<file path="src/rtl/voc_pkg.sv">
// ----------------------------------------------------------------------------
// voc_pkg
// Shared types and constants of the voxel occupancy counter: register map,
// request codes and the controller/datapath command and status groups.
// ----------------------------------------------------------------------------
package voc_pkg;

  localparam int PT_W     = 32;  // Q16.16 coordinates and origins
  localparam int CFG_W    = 32;  // widest register
  localparam int DIM_W    = 6;   // grid dimension registers
  localparam int THR_W    = 16;  // min_points register
  localparam int CFG_IDX_W = 3;

  typedef logic [CFG_IDX_W-1:0] cfg_idx_t;

  // register map
  localparam cfg_idx_t REG_ORIGIN_X   = 3'd0;
  localparam cfg_idx_t REG_ORIGIN_Y   = 3'd1;
  localparam cfg_idx_t REG_ORIGIN_Z   = 3'd2;
  localparam cfg_idx_t REG_INV_VOXEL  = 3'd3;
  localparam cfg_idx_t REG_GRID_DIM_X = 3'd4;
  localparam cfg_idx_t REG_GRID_DIM_Y = 3'd5;
  localparam cfg_idx_t REG_GRID_DIM_Z = 3'd6;
  localparam cfg_idx_t REG_MIN_POINTS = 3'd7;

  // request codes
  localparam logic REQ_ADD   = 1'b0;
  localparam logic REQ_CLEAR = 1'b1;

  // axis select for the shared multiplier
  typedef logic [1:0] axis_t;
  localparam axis_t AXIS_X = 2'd0;
  localparam axis_t AXIS_Y = 2'd1;
  localparam axis_t AXIS_Z = 2'd2;

  typedef struct packed {
    logic  load;      // take a point from the input port
    logic  mul;       // scale one axis
    logic  chk;       // range check one axis, keep its coordinate
    logic  idx1;      // z*gy + y
    logic  idx2;      // (z*gy + y)*gx + x
    logic  upd;       // write back incremented count, maybe emit
    logic  clr_step;  // zero one store entry
    axis_t axis;
  } voc_cmd_t;

  typedef struct packed {
    logic drop;      // current axis out of range
    logic emit;      // incremented count hits the threshold
    logic out_busy;  // output register full and not taken this cycle
    logic clr_last;  // clearing pass at its last entry
  } voc_sts_t;

endpackage

</file>
<file path="src/rtl/voc_ctrl.sv">
// ----------------------------------------------------------------------------
// voc_ctrl
// Sequencer: clearing pass, per-axis scaling loop, index build and count
// read-modify-write.
// ----------------------------------------------------------------------------
module voc_ctrl (
  input  logic              clk,
  input  logic              rst,
  input  logic              in_valid,
  input  logic              in_req_type,
  output logic              in_ready,
  input  voc_pkg::voc_sts_t st,
  output voc_pkg::voc_cmd_t cmd
);
  import voc_pkg::*;

  localparam logic [2:0] S_CLEAR = 3'd0;
  localparam logic [2:0] S_IDLE  = 3'd1;
  localparam logic [2:0] S_MUL   = 3'd2;
  localparam logic [2:0] S_CHK   = 3'd3;
  localparam logic [2:0] S_IDX1  = 3'd4;
  localparam logic [2:0] S_IDX2  = 3'd5;
  localparam logic [2:0] S_RD    = 3'd6;
  localparam logic [2:0] S_UPD   = 3'd7;

  logic [2:0] state, state_next;
  axis_t      axis, axis_next;
  logic       in_fire;

  assign in_ready = (state == S_IDLE);
  assign in_fire  = in_valid && in_ready;

  always_comb begin
    state_next = state;
    axis_next  = axis;
    cmd        = '0;
    cmd.axis   = axis;
    unique case (state)
      S_CLEAR: begin
        cmd.clr_step = 1'b1;
        if (st.clr_last) state_next = S_IDLE;
      end
      S_IDLE: begin
        if (in_valid) begin
          if (in_req_type == REQ_CLEAR) begin
            state_next = S_CLEAR;
          end else begin
            cmd.load   = 1'b1;
            axis_next  = AXIS_X;
            state_next = S_MUL;
          end
        end
      end
      S_MUL: begin
        cmd.mul    = 1'b1;
        state_next = S_CHK;
      end
      S_CHK: begin
        cmd.chk = 1'b1;
        priority if (st.drop) begin
          state_next = S_IDLE;
        end else if (axis == AXIS_Z) begin
          state_next = S_IDX1;
        end else begin
          axis_next  = axis + 2'd1;
          state_next = S_MUL;
        end
      end
      S_IDX1: begin
        cmd.idx1   = 1'b1;
        state_next = S_IDX2;
      end
      S_IDX2: begin
        cmd.idx2   = 1'b1;
        state_next = S_RD;
      end
      S_RD: begin
        state_next = S_UPD;
      end
      S_UPD: begin
        // hold while a result would land on a full output register
        if (!(st.emit && st.out_busy)) begin
          cmd.upd    = 1'b1;
          state_next = S_IDLE;
        end
      end
    endcase
  end

  always_ff @(posedge clk) begin
    if (rst) begin
      state <= S_CLEAR;
      axis  <= AXIS_X;
    end else begin
      state <= state_next;
      axis  <= axis_next;
    end
  end

  a_clear_req_starts_pass: assert property (@(posedge clk) disable iff (rst)
    (in_fire && in_req_type == REQ_CLEAR) |=> (state == S_CLEAR))
    else $error("clear request did not start a clearing pass");

  a_reset_starts_pass: assert property (@(posedge clk) disable iff (rst)
    $fell(rst) |-> (state == S_CLEAR))
    else $error("reset did not start a clearing pass");

  a_upd_holds_on_full_out: assert property (@(posedge clk) disable iff (rst)
    (state == S_UPD && st.emit && st.out_busy) |=> (state == S_UPD))
    else $error("count update went ahead into a full output register");

endmodule

</file>
<file path="config.mk">
export PLATFORM = sky130hd
export DESIGN_NAME = voc_ctrl
export DESIGN_NICKNAME = d
export VERILOG_FILES = /design/src/rtl/voc_pkg.sv /design/src/rtl/voc_ctrl.sv
export SDC_FILE = /design/constraint.sdc
export NUM_CORES = 1
export LEC_CHECK = 0
export BUFFER_PORTS_ARGS = -buffer_cell sky130_fd_sc_hd__buf_2
export CAP_MARGIN = 0
export CORE_AREA = 2 2 39 41
export CTS_BUF_LIST = sky130_fd_sc_hd__clkbuf_8
export DETAILED_ROUTE_END_ITERATION = 8
export DIE_AREA = 0 0 41 43
export HOLD_SLACK_MARGIN = 0.15
export PLACE_DENSITY = 0.5
export SYNTH_ARGS = -nofsm -noshare
export SYNTH_HDL_FRONTEND = slang
export SYNTH_SLANG_ARGS = --single-unit
</file>
<file path="constraint.sdc">
create_clock -name clk -period 2.4 [get_ports clk]
set_input_delay 0.12 -clock clk [delete_from_list [all_inputs] [get_ports clk]]
set_output_delay 0.12 -clock clk [all_outputs]
set_load 0.03 [all_outputs]
</file>
Word level (Yosys, flattened, before mapping)
Index checks and enable logic that the tools add are counted.

word-level totals
  output and inout bits = 10
  register bits = 5
  logic and storage cells = 44

cells by class
  eq/ne operators = 14
  add/subtract/negate cells = 1
  reductions and logical operators = 5
  muxes and demuxes = 22

operators with widths
  kind                                                                   count
  3-bit case mux with 8 select lines                                     1
  3-bit 2-to-1 mux                                                       5
  3-bit equality test, second input constant                             4
  2-bit != test, second input constant                                   6
  1-bit 2-to-1 mux                                                       10
  2-bit 2-to-1 mux                                                       5
  3-bit by 2-bit equality test with 1-bit output, second input constant  2
  5-bit AND reduction                                                    1
  2-bit case mux with 2 select lines                                     1
  3-bit by 1-bit equality test with 1-bit output, second input constant  1
  3-bit logical NOT                                                      1
  3-bit AND reduction                                                    1
  2-bit by 1-bit adder with 2-bit output, second input constant          1
  2-bit equality test, second input constant                             1
  2-bit nonzero test                                                     1
  1-bit logical AND                                                      1

Longest topological paths before layout
Gate-level depths: netlist of the first run.

  depth in word-level cells = 4
  depth in mapped cells = 5
  mapped depth without buffers = 5

Least setup slack after synthesis of the first run
Ideal clock, no wire load.

  kind = register -> register
  from = register axis[0]
  to = register axis[0]
  library setup time = 0.070 ns
  stages on the path, launching flop included = 6
  period minus slack after synthesis = 1.829 ns
  buffers on the path = 0
  slack = 0.571 ns
  arrival time = 1.759 ns
  path through = dfxtp_1 > inv_1 > ha_1 > or4b_4 > or3_1 > a21oi_1

on the way
  longest elaborated chain between the ends = 4
  elaborated cells between the ends (all ways) = 7
  classes of those cells = add/sub: 1; eq/ne: 2; mux: 3; reduce/logical: 1

RTL lines
  element                                 line            source
  start: declaration                      voc_ctrl.sv:27  axis_t axis, axis_next;
  start signal: assignment                voc_ctrl.sv:96  axis <= axis_next;
  2-bit by 1-bit adder with 2-bit output  voc_ctrl.sv:65  axis_next = axis + 2'd1;
  2-bit 2-to-1 mux                        voc_ctrl.sv:62  end else if (axis == AXIS_Z) begin
  2-bit 2-to-1 mux                        voc_ctrl.sv:60  priority if (st.drop) begin
  2-bit case mux with 2 select lines      voc_ctrl.sv:38  unique case (state)

Parallel ways exist; a longest one is shown, timed or not. The select of a mux whose other input is x is not followed.
A chain may end at the register's enable or synchronous reset.

==> metrics.yaml, run 1 <==
placed_design:
  post-dp-hpwl_um: 639
  port_buffers: 17
  gp_congestion: 0.646
  preCtsSetupSlack_ns: 0.698
cells_and_area:
  final_common_cell: "buf_2"
  layout-drive-gt1-share_pct: 38.7
  final_net_count: 72
  antenna_cells: 0
  area_added_between_synthesis_and_finish_pct: 40.8
  regArea_um2: 100
  multi_input_comb_area_um2: 213
  layout.filler_cells: 160
  commonest_cells_after_routing_fill_and_taps_aside: "buf_2 (17), inv_1 (5), dfxtp_1 (5)"
hold_path:
  hold_path.class: "in2reg"
  hp-start: "in_valid"
worst_setup_path:
  critPathMaxFanout: 13
  cp_top_family: "simple AND/OR/NAND/NOR gates"
  critPathKind: "reg2out"
  worst_setup_path_endpoint: "cmd[8]"
  setup.reg_to_reg.worst_slack_ns: 0.71
  crit_path_cell_trace: "or3b_2 > nor2_1 > buf_2"
  crit-reg2reg-capture: "axis[0]$_SDFFE_PP0P_"
  slowest_delay_ns: 0.55
  startpoint_of_the_most_critical_register_to_register_path: "axis[0]$_SDFFE_PP0P_"
  crit_arrival_ns: 1.60
  critPathLaunchType: "register"
  cp-startpoint: "state[0]$_SDFFE_PP0P_"
  setup.worst_path.end_class: "primary output"
  cp.buffers_inverters: 1
  reg2reg_depth: 5
  critical_path.slowest_cell: "dfxtp_1"
  cp_data_required_time_ns: 2.28
  critical_path_depth_in_cells: 3
clock_tree:
  cts.repair_timing.setup_buffer_count: 0
  clk_transition_reported_paths_ns: 0.03
  buffer_levels_on_the_longest_clock_path: 2
  cts-root-buf: "clkbuf_8"
  numCtsBuffers: 3
  ctsHoldBuffers: 1
  htree_levels: 1
  clock_latency_ns: 0.22
  cts_tree: "built"
  clock_sinks: 5
  postCtsResizedCells: 0
sta:
  rsz0062_at_grt: "no"
  drv_slew: 0
  maxSlewHeadroom_pct: 73.7
  number_of_hold_slack_violations_in_the_final_timing_report: 0
  finClkSkew_ns: 0.00108
  period_minus_slack_ns: 1.72
  final-setup-viol-count: 0
  max_freq_mhz: 581
  layout_setup_ws_ns: 0.678
  finalCritPeriodShare_pct: 71.8
  tightest_slew_ns: 0.394
  final.setup.tns_ns: 0
synth:
  syn_avg_cell_area_um2: 8.06
  synth_flop_cell: "dfxtp_1"
  post_synth_main_area_contributors: "dfxtp_1 (29%), o221ai_1 (5.1%), a21oi_1 (4.3%)"
  synth.yosys.warnings: 0
  ys_ff_latch: 5
  async_reset_ff_share_pct: 0
  synth_top_area_cell: "dfxtp_1"
  post-synth-top-area-fraction_pct: 28.9
  synth_sequential_area_ratio_pct: 28.9
  area_of_the_mapped_netlist_um2: 347
  number_of_enable_type_register_cells_in_the_synthesized_netlist: 0
  syn_nets: 52
  yosys.cell_types.count: 25
  syn_inst: 43
route:
  wire_per_inst_um: 11.2
  via_count: 385
  final_routed_wirelength_um: 875
  drt-initial-drc-count: 5
  ant_nets: 0
  drt_drc_violations_left: 0
  avgViaCountPerCell: 4.94
  initial_drt_pass_iterations: 2
global_routing:
  grt_first_pass_wirelength_um: 1310
  grtUsageTotal_pct: 11.3
  first_global_vias: 339
  maximum_number_of_pins_on_one_net_before_global_route_repair: 14
  global_route.overflow_total: 0
  antenna_found_initial: 0
power_and_ir_drop:
  irDropWorstVdd_v: 0.000199
  p_leak_nw: 0.237
  p_per_area_nw_per_um2: 586
floorplan:
  fp.dieArea_um2: 1760
  height_of_the_die_um: 43
  num_io_pins: 18
  core_area_um2: 1380
  floorplan.initialDensity_pct: 25.0
  die_width_um: 41
  num_rows: 14
outcome:
  status: "finished clean"
job:
  drv_cap: 0
cell usage after synthesis, types with 2 or more instances:
cell type  instances
nand2_1            2
clkbuf_1           2
a211oi_1           2
o221ai_1           2
nor2_1             3
a21oi_1            3
dfxtp_1            5
inv_1              4
or3_1              2
nor3_1             3
worst min-delay path by stage:
stage / endpoint / slack (ns) / depth (start not counted)
after floorplan: axis[0]$_SDFFE_PP0P_ / 0.19 / 1
after global placement: state[1]$_SDFFE_PP0P_ / 0.38 / 2
after detailed placement: state[1]$_SDFFE_PP0P_ / 0.38 / 2
after CTS: state[0]$_SDFFE_PP0P_ / 0.22 / 3
after global routing: state[0]$_SDFFE_PP0P_ / 0.23 / 3
final: state[0]$_SDFFE_PP0P_ / 0.21 / 3
stage by stage:
stage               cell area, um2  total power, W  utilization, %  std cells  hold WS [ns]
detailed placement             433        0.000133            31.3         73         0.377
CTS                            488        0.000290            35.3         78         0.215
finish                         488        0.000286            35.3         78         0.214
global placement               433        0.000134            31.3         73         0.378
global route                   488        0.000299            35.3         78         0.235
floorplan                      347        0.000119               -         43         0.189
per-layer routing:
layer  vias to the layer above  track usage (%)  part of all wire, %
li1                        198                -                    -
met1                       170             11.6                   44
met2                        14             17.5                   48
met3                         3             3.14                  5.4
met4                         0             10.0                  2.6
met5                         -                0                    0
kinds of logic after synthesis:
group,after synthesis,synth area share (%)
AND/OR/NAND/NOR,18,31.4
AO/OA/AOI/OAI,12,26.4
buffers and inverters,7,9.75
flip-flops,5,28.9
adder cells (fa/ha/maj),1,3.61
report_power, final:
part | total [W] | switching, W | internal, W | leakage (nW)
Clock | 0.000152 | 0.0000427 | 0.000110 | 0.0269
Combinational | 0.0000413 | 0.0000238 | 0.0000175 | 0.169
Sequential | 0.0000925 | 0.00000651 | 0.0000860 | 0.0406
final cells by class:
class,count,share of cell area (%)
Clock buffer,3,8.46
Clock inverter,1,0.769
Inverter,4,3.08
Multi-Input combinational cell,31,43.6
Sequential cell,5,20.5
Tap cell,16,4.10
Timing Repair Buffer,18,19.5
tightest hold or removal path: stages:
cell and delay (ns):
buf_2 0.09, o211a_1 0.13, a211oi_1 0.04
registers in the layout, indices dropped and copies added (netlist names):
name   count
axis       2
state      3
No activity file was read; power rests on OpenSTA's default activity.
==> inputs of run 2 (changes only) <==
--- a/config.mk
+++ b/config.mk
@@ -12,7 +12,7 @@
 export DETAILED_ROUTE_END_ITERATION = 8
 export DIE_AREA = 0 0 41 43
 export HOLD_SLACK_MARGIN = 0.15
-export PLACE_DENSITY = 0.5
+export PLACE_DENSITY = 0.52
 export SYNTH_ARGS = -nofsm -noshare
 export SYNTH_HDL_FRONTEND = slang
 export SYNTH_SLANG_ARGS = --single-unit
==> constraint.sdc (replaced) <==
create_clock -name clk -period 1.5 [get_ports clk]
set_input_delay 0.075 -clock clk [delete_from_list [all_inputs] [get_ports clk]]
set_output_delay 0.075 -clock clk [all_outputs]
set_load 0.03 [all_outputs]
==> metrics.yaml, run 2 (same netlist as run 1, synthesis figures left out) <==
floorplan:
  fp.dieArea_um2: 1760  # unchanged
  num_rows: 14  # unchanged
  floorplan.initialDensity_pct: 25.0  # unchanged
  die_width_um: 41  # unchanged
  core_area_um2: 1380  # unchanged
  num_io_pins: 18  # unchanged
  height_of_the_die_um: 43  # unchanged
placed_design:
  port_buffers: 17  # unchanged
  gp_congestion: 0.678  # +5.1%
  post-place-cells: 79  # +8.2%
  place_area_um2: 484  # +12%
  post-dp-hpwl_um: 680  # +6.4%
  preCtsSetupSlack_ns: -0.0593  # -0.758 ns
hold_path:
  hold_path.class: "in2reg"
sta:
  maxSlewHeadroom_pct: 83.1  # +9.4 points
  finalCritPeriodShare_pct: 103
  drv_slew: 0  # unchanged
  layout_setup_ws_ns: -0.0413  # -0.719 ns
  rsz0062_at_grt: "yes"
  max_freq_mhz: 649
  finClkSkew_ns: 0.00705  # +0.00597 ns
  final.hold.worst_slack_ns: 0.160  # -0.0540 ns
  final-setup-viol-count: 1  # +1
  final.setup.tns_ns: -0.0413  # -0.0413 ns
  period_minus_slack_ns: 1.54
  number_of_hold_slack_violations_in_the_final_timing_report: 0  # unchanged
  tightest_slew_ns: 0.251  # -0.143 ns
clock_tree:
  clk_transition_reported_paths_ns: 0.04  # about the same
  htree_levels: 1  # unchanged
  buffer_levels_on_the_longest_clock_path: 2  # unchanged
  clock_sinks: 5  # unchanged
  cts-root-buf: "clkbuf_8"
  clock_latency_ns: 0.22  # about the same
  cts_tree: "built"
  numCtsBuffers: 3  # unchanged
cells_and_area:
  largest-register: "state"
  commonest_cells_after_routing_fill_and_taps_aside: "buf_2 (16), buf_4 (6)"
  post-route-cell-area_um2: 561  # +15%
  largest_register_ffs: 3  # unchanged
  multi_input_comb_area_um2: 231  # +8.8%
  top_regs: "state (3), axis (2)"
  fin_cells: 84  # +7.7%
  final_net_count: 78  # +8.3%
  regArea_um2: 105  # +5.0%
  antenna_cells: 0  # unchanged
  final_common_cell: "buf_2"
  layout.filler_cells: 143  # -11%
  area_added_between_synthesis_and_finish_pct: 61.7
  layout-drive-gt1-share_pct: 52.9  # +14 points
worst_setup_path:
  crit-reg2reg-capture: "axis[0]$_SDFFE_PP0P_"
  critPathLaunchType: "register"
  setup.worst_path.end_class: "register"
  setup.reg_to_reg.worst_slack_ns: -0.04  # -0.75 ns
  cp-startpoint: "axis[0]$_SDFFE_PP0P_"
  worst_setup_path_endpoint: "axis[0]$_SDFFE_PP0P_"
  startpoint_of_the_most_critical_register_to_register_path: "axis[0]$_SDFFE_PP0P_"
  reg2reg_depth: 5  # unchanged
  crit_arrival_ns: 1.69  # +0.09 ns
  critPathMaxFanout: 4  # -9
  cp_data_required_time_ns: 1.65  # -0.63 ns
  critPathKind: "reg2reg"
power_and_ir_drop:
  irDropWorstVdd_v: 0.000332  # +67%
  p_per_area_nw_per_um2: 835  # +42%
  p_leak_nw: 0.271  # +14%
global_routing:
  grt_first_pass_wirelength_um: 1290  # -1.6%
  first_global_vias: 319  # -5.9%
  global_route.overflow_total: 0  # unchanged
  antenna_found_initial: 0  # unchanged
  maximum_number_of_pins_on_one_net_before_global_route_repair: 9  # -5
  grtUsageTotal_pct: 11.0  # -0.31 points
route:
  final_routed_wirelength_um: 916  # +4.7%
  wire_per_inst_um: 10.9  # -2.8%
  initial_drt_pass_iterations: 2  # unchanged
  drt-initial-drc-count: 2  # -3
  drt_drc_violations_left: 0  # unchanged
  ant_nets: 0  # unchanged
  via_count: 399  # +3.6%
  avgViaCountPerCell: 4.75  # -3.8%
outcome:
  status: "complete, but fails checks"
  violations_in_the_final_reports: "setup timing"
job:
  drv_cap: 0  # unchanged
## run 2: per-layer routing
layer	vias to the layer above	share of wire [%]	GRT usage, %
met5	-	0	0
met4	0	0	8.00
met3	0	4.4	3.14
met2	10	46	15.6
met1	176	50	13.5
li1	213	-	-
## run 2: cell type report
type / count / share of cell area, %
Clock buffer: 3 / 7.37
Clock inverter: 1 / 0.893
Inverter: 4 / 2.68
Multi-Input combinational cell: 31 / 41.3
Sequential cell: 5 / 18.8
Tap cell: 16 / 3.57
Timing Repair Buffer: 24 / 25.4
## run 2: report_power, final
group	total (W)	switching (W)	internal, W
registers	0.000142	0.00000525	0.000136
logic	0.0000800	0.0000454	0.0000346
clock network	0.000246	0.0000678	0.000179
## run 2: stage by stage
step | util [%] | total power [W]
2_1_floorplan | - | 0.000188
3_3_place_gp | 35.0 | 0.000218
3_5_place_dp | 35.0 | 0.000217
4_1_cts | 39.2 | 0.000472
5_1_grt | 40.5 | 0.000498
6_report | 40.5 | 0.000468
## run 2: worst min path at each step
stage | end | slack [ns] | start | cells past startpoint
floorplan | axis[0]$_SDFFE_PP0P_ | 0.13 | rst | 1
global placement | axis[0]$_SDFFE_PP0P_ | 0.32 | rst | 2
detailed placement | axis[0]$_SDFFE_PP0P_ | 0.33 | rst | 2
CTS | state[0]$_SDFFE_PP0P_ | 0.16 | in_valid | 3
global route | state[0]$_SDFFE_PP0P_ | 0.17 | in_valid | 3
finish | state[0]$_SDFFE_PP0P_ | 0.16 | in_valid | 3
## run 2: worst max-delay path, cell delays in order, from the launching register on
cell     delay (ns)
dfxtp_4        0.34
inv_2          0.04
ha_4           0.15
or4b_4         0.50
or3_1          0.33
a21oi_2        0.11
## run 2: repair_timing
action                     4_1_cts  5_1_grt
gates resized for setup          1        5
pin swaps                        1        1
hold endpoints to repair         5        0
hold buffers                     1        0
buffers inserted                 0        0
setup endpoints to repair        3        4
